<file path="src/rtl/tlik_pkg.sv">
`timescale 1ns / 1ps
package tlik_pkg;

  // fixed formats
  localparam int ANG_FRAC = 24;
  localparam int ANG_W    = 34;
  localparam int VEC_W    = 37;
  localparam int RAD_W    = 64;
  localparam int ROOT_W   = 32;

  // reset link lengths in tenths of a cm
  localparam int LINK_INNER_TENTHS = 58;
  localparam int LINK_OUTER_TENTHS = 76;
  localparam int LINK_MAX          = 32767;

  // ninety degrees in angle units
  localparam logic signed [ANG_W-1:0] ANG_RIGHT = 34'sd1509949440;

  // atan(2^-i) in degrees, scaled by 2^24
  localparam int ATAN_LEN = 32;
  localparam logic [31:0] ATAN_TAB [ATAN_LEN] = '{
    32'd754974720, 32'd445687602, 32'd235489088, 32'd119537938, 32'd60000934,
    32'd30029717, 32'd15018523, 32'd7509720, 32'd3754917, 32'd1877466,
    32'd938734, 32'd469367, 32'd234684, 32'd117342, 32'd58671, 32'd29335,
    32'd14668, 32'd7334, 32'd3667, 32'd1833, 32'd917, 32'd458, 32'd229,
    32'd115, 32'd57, 32'd29, 32'd14, 32'd7, 32'd4, 32'd2, 32'd1, 32'd0
  };

  // register map
  typedef enum logic [2:0] {
    REG_LINK_INNER      = 3'd0,
    REG_LINK_OUTER      = 3'd1,
    REG_SLOPE_JOINT_ONE = 3'd2,
    REG_BASE_JOINT_ONE  = 3'd3,
    REG_SLOPE_JOINT_TWO = 3'd4,
    REG_BASE_JOINT_TWO  = 3'd5,
    REG_OFFSET_JOINT_TWO = 3'd6
  } reg_index_t;

  typedef struct packed {
    logic [14:0] link_inner;
    logic [14:0] link_outer;
    logic [7:0]  slope_joint_one;
    logic [15:0] base_joint_one;
    logic [7:0]  slope_joint_two;
    logic [15:0] base_joint_two;
    logic [7:0]  offset_joint_two;
  } cfg_t;

  typedef struct packed {
    logic [14:0] target_x;
    logic [14:0] target_y;
  } in_item_t;

  typedef struct packed {
    logic [15:0] compare_joint_one;
    logic [15:0] compare_joint_two;
    logic        unreachable;
  } out_item_t;

  // values that ride along with the square roots
  typedef struct packed {
    logic              unreach;
    logic signed [33:0] m;
    logic signed [33:0] n;
    logic [14:0]       x;
    logic [14:0]       y;
  } side_t;

  typedef struct packed {
    side_t            side;
    logic [RAD_W-1:0] rad1;
    logic [RAD_W-1:0] rad2;
  } front_t;

  typedef struct packed {
    side_t             side;
    logic [ROOT_W-1:0] s1;
    logic [ROOT_W-1:0] s3;
  } root_t;

  typedef struct packed {
    logic                    unreach;
    logic signed [ANG_W-1:0] phi1;
    logic signed [ANG_W-1:0] th2;
    logic signed [ANG_W-1:0] phi2;
  } angle_t;

endpackage

</file>
<file path="src/rtl/tlik_map.sv">
`timescale 1ns / 1ps
module tlik_map (
  input  logic                clk,
  input  logic                rst,
  input  tlik_pkg::cfg_t      cfg,
  input  logic                in_valid,
  output logic                in_ready,
  input  tlik_pkg::angle_t    in_data,
  output logic                out_valid,
  input  logic                out_ready,
  output tlik_pkg::out_item_t out_data
);

  logic vld [3];
  logic en [3];

  logic                    a_unreach;
  logic signed [tlik_pkg::ANG_W-1:0] a_t1, a_t2;
  logic                    b_unreach;
  logic signed [42:0]      b_v1, b_v2;

  function automatic logic [15:0] clamp(logic signed [42:0] val);
    if (val <= 0) return '0;
    if (val[42:40] != '0) return 16'hFFFF;
    return val[39:24];
  endfunction

  assign en[2] = !vld[2] || out_ready;
  assign en[1] = !vld[1] || en[2];
  assign en[0] = !vld[0] || en[1];
  assign in_ready  = en[0];
  assign out_valid = vld[2];

  always_ff @(posedge clk) begin
    if (rst) begin
      vld[0] <= 1'b0;
      vld[1] <= 1'b0;
      vld[2] <= 1'b0;
    end else begin
      if (en[0]) vld[0] <= in_valid;
      if (en[1]) vld[1] <= vld[0];
      if (en[2]) vld[2] <= vld[1];
    end
  end

  // joint angles, joint two shifted by its offset
  always_ff @(posedge clk) begin
    if (en[0]) begin
      a_unreach <= in_data.unreach;
      a_t1      <= in_data.phi2 - in_data.phi1;
      a_t2      <= in_data.th2 + $signed({2'b00, cfg.offset_joint_two, 24'b0});
    end
  end

  // scale and add base, still with 24 fraction bits
  always_ff @(posedge clk) begin
    if (en[1]) begin
      b_unreach <= a_unreach;
      b_v1 <= $signed({1'b0, cfg.slope_joint_one}) * a_t1
              + $signed({3'b000, cfg.base_joint_one, 24'b0});
      b_v2 <= $signed({1'b0, cfg.slope_joint_two}) * a_t2
              + $signed({3'b000, cfg.base_joint_two, 24'b0});
    end
  end

  // truncate and clamp into the output register
  always_ff @(posedge clk) begin
    if (en[2]) begin
      out_data.unreachable       <= b_unreach;
      out_data.compare_joint_one <= b_unreach ? '0 : clamp(b_v1);
      out_data.compare_joint_two <= b_unreach ? '0 : clamp(b_v2);
    end
  end

endmodule

</file>
<file path="config.mk">
export PLATFORM = sky130hd
export DESIGN_NAME = tlik_map
export DESIGN_NICKNAME = d
export VERILOG_FILES = /design/src/rtl/tlik_pkg.sv /design/src/rtl/tlik_map.sv
export SDC_FILE = /design/constraint.sdc
export NUM_CORES = 2
export LEC_CHECK = 0
export BUFFER_PORTS_ARGS = -buffer_cell sky130_fd_sc_hd__buf_2
export CORE_MARGIN = 2
export CORE_UTILIZATION = 57
export DETAILED_ROUTE_END_ITERATION = 12
export PLACE_DENSITY = 0.8
export SLEW_MARGIN = 20
export SYNTH_ARGS = -nofsm -noshare
export SYNTH_HDL_FRONTEND = slang
export SYNTH_SLANG_ARGS = --single-unit
export TNS_END_PERCENT = 20
</file>
<file path="constraint.sdc">
create_clock -name clk -period 6.5 [get_ports clk]
set_clock_uncertainty 0.05 [all_clocks]
set_input_delay 1.3 -clock clk [delete_from_list [all_inputs] [get_ports clk]]
set_output_delay 1.3 -clock clk [all_outputs]
set_load 0.01 [all_outputs]
</file>
==> reports/metrics.cfg <==
[yosys]
ys_ff_latch = 192
yosys-top-cells-area = fa_1 33%, edfxtp_1 21%, ha_1 11%
yosys.area.top_type_share_pct = 32.50
syn_nets = 3689
netlist.top_cell.by_area = fa_1
synthCells = 2787
avgSynthCellArea_um2 = 10.03
ys_seq_area_share_pct = 20.62
syn_area_um2 = 27960
ys_types = 68
yosys_warnings = 0
yosys-top-cells-count = 477 x inv_1, 454 x fa_1, 317 x nand2_1, 295 x and2_1, 255 x ha_1
synth-async-reset-ratio_pct = 0
synth_edf_count = 192
synth.most_common_cell = inv_1
synthFlopType = edfxtp_1

[worst_hold_path]
hp-class = reg -> reg

[route]
dr.pass1.iters = 5
drt_iter0_markers = 1267
ant_nets = 0
vias = 20760
drc = 0
routed_wl_um = 64000
wl_per_cell_um = 16.96
drt-vias-per-instance = 5.501

[final_layout]
areaGrowthSynthToFinish_pct = 13.21
final_nets = 4039
drive_gt1_share_pct = 15.27
fill_cells = 3656

[clocking]
cts_tree = yes
cts_root_buffer = clkbuf_16
cts_buffer_depth = 2
clk_pin_slew_worst_paths_ps = 70
h-tree-depth = 4
clock_sinks = 192
clk_latency_ps = 500
cts_setup_buffers = 0
cts-buffers-inserted = 17

[job]
maxCapViolations = 0

[critical_path]
critPathKind = in -> reg
startpoint_type = primary input
cp.arrival_ps = 6460
cp_max_fo = 16
critPathCaptureType = flop
cp.required_ps = 6690

[timing]
setup_viol_count_final = 0
max_freq_mhz = 159.5
finalMaxSlewViolations = 0
relSlewSlack_pct = 37.47
rsz0062_at_grt = false
min_period_ps = 6269
final.setup.worst_slack_ps = 230.9
tightest_slew_ps = 932.9
setup_tns_ps = 0
post-route-period-util_pct = 96.45
finalHoldViolations = 0

[placement]
gp_congestion = 0.9408
dp_hpwl_um = 54310
dp_slack_ps = -359.1
portBuffers = 197

[grt]
grt_overflow = 0
grt_usage_pct = 26.39
antenna_found_initial = 4
grt_pass1_wl_um = 105900
grt_max_degree = 45
grt_pass1_vias = 22510

[floorplan]
ios = 228
die_w_um = 225.5
core_area_um2 = 48650
start_util_pct = 57.48
dieArea_um2 = 50840
die_h_um = 225.5
rows = 81

[status]
outcome = finished clean

[flip-flops by register name (all words and copies together) (netlist names)]
register / count
vld: 3
a_t1: 34
b_v1: 43
out_data: 33
a_t2: 34
b_unreach: 1
a_unreach: 1
b_v2: 43
[per-stage QoR]
| stage | hold WS [ps] | cell area (um2) | instances | utilization [%] |
|---|---|---|---|---|
| 5_1_grt | 383.2 | 31650 | 3773 | 65.07 |
| 4_1_cts | 373.1 | 31640 | 3772 | 65.04 |
| 6_report | 371.7 | 31660 | 3774 | 65.07 |
| 3_5_place_dp | 355.4 | 31120 | 3740 | 63.97 |
| 2_1_floorplan | 350.3 | 27960 | 2787 | - |
| 3_3_place_gp | 363.3 | 31120 | 3740 | 63.97 |
[critical path: stages]
cell	delay, ps
buf_2	360
nand2_1	130
fa_1	530
inv_1	50
fa_1	470
ha_1	300
inv_1	50
fa_1	490
inv_1	60
ha_1	270
ha_1	220
fa_1	440
a21o_1	200
a31oi_1	290
o21a_1	300
nor3_4	90
o41ai_4	410
o21ai_2	180
a31oi_2	210
xnor2_1	80
[cell families (layout without fill, tap and decap cells)]
logic type,after synthesis,after routing,synth area share (%)
xor gates and xnor gates,117,117,3.665
adders and majority gates,709,709,43.91
and+or+nand+nor,831,831,14.99
other,0,2,0
buffers and inverters,566,929,7.638
DFF,192,192,20.62
AOI/OAI and AO/OA,372,372,9.173
[per-layer routing]
metal  vias to the layer above  part of all wire [%]  global-route usage (%)
li1                       9659                     -                       -
met1                     10320                    39                   30.78
met2                       632                    53                   48.84
met3                       152                   4.4                   3.390
met4                         0                   3.3                   11.00
met5                         -                     0                       0
[worst paths after layout]
path / start / to / slack, ps / depth (start not counted)
setup / recovery: cfg[49] / b_v1[41] / 230 / 20
hold / removal: a_unreach / b_unreach / 370 / 0
setup reg to reg: a_t1[5] / b_v1[41] / 900 / 19
hold reg to reg: a_unreach / b_unreach / 370 / 0
[layout make-up]
type / instances / area (um2) / area share, %
multi-input cells: 2029 / 20070 / 63.41
inverters: 477 / 1792 / 5.660
diodes: 2 / 5.005 / 0.01581
clock buffers: 20 / 436.7 / 1.379
clock inverters: 12 / 86.33 / 0.2727
flip-flops and latches: 192 / 5766 / 18.21
repair buffers: 420 / 2720 / 8.593
well taps: 622 / 778.2 / 2.458
[placed cells by master, fill, tap and decap left out, types with 29 or more instances in the layout]
cell,instances
nand3_1,29
and2_1,295
ha_1,255
xor2_1,38
nor2_1,68
o21a_1,46
nand2_1,316
edfxtp_1,192
buf_4,219
xnor2_1,79
a21oi_1,114
inv_1,476
o21ai_0,47
buf_2,193
fa_1,454
a21o_1,55
[repair_timing]
action | in CTS | in global routing
gates resized for setup | 0 | 4
hold buffers | 0 | 0
endpoints found under the setup margin | 0 | 12
Power is not shown: default switching activity piles up to over one toggle a cycle in this logic, so the estimate is an artifact.
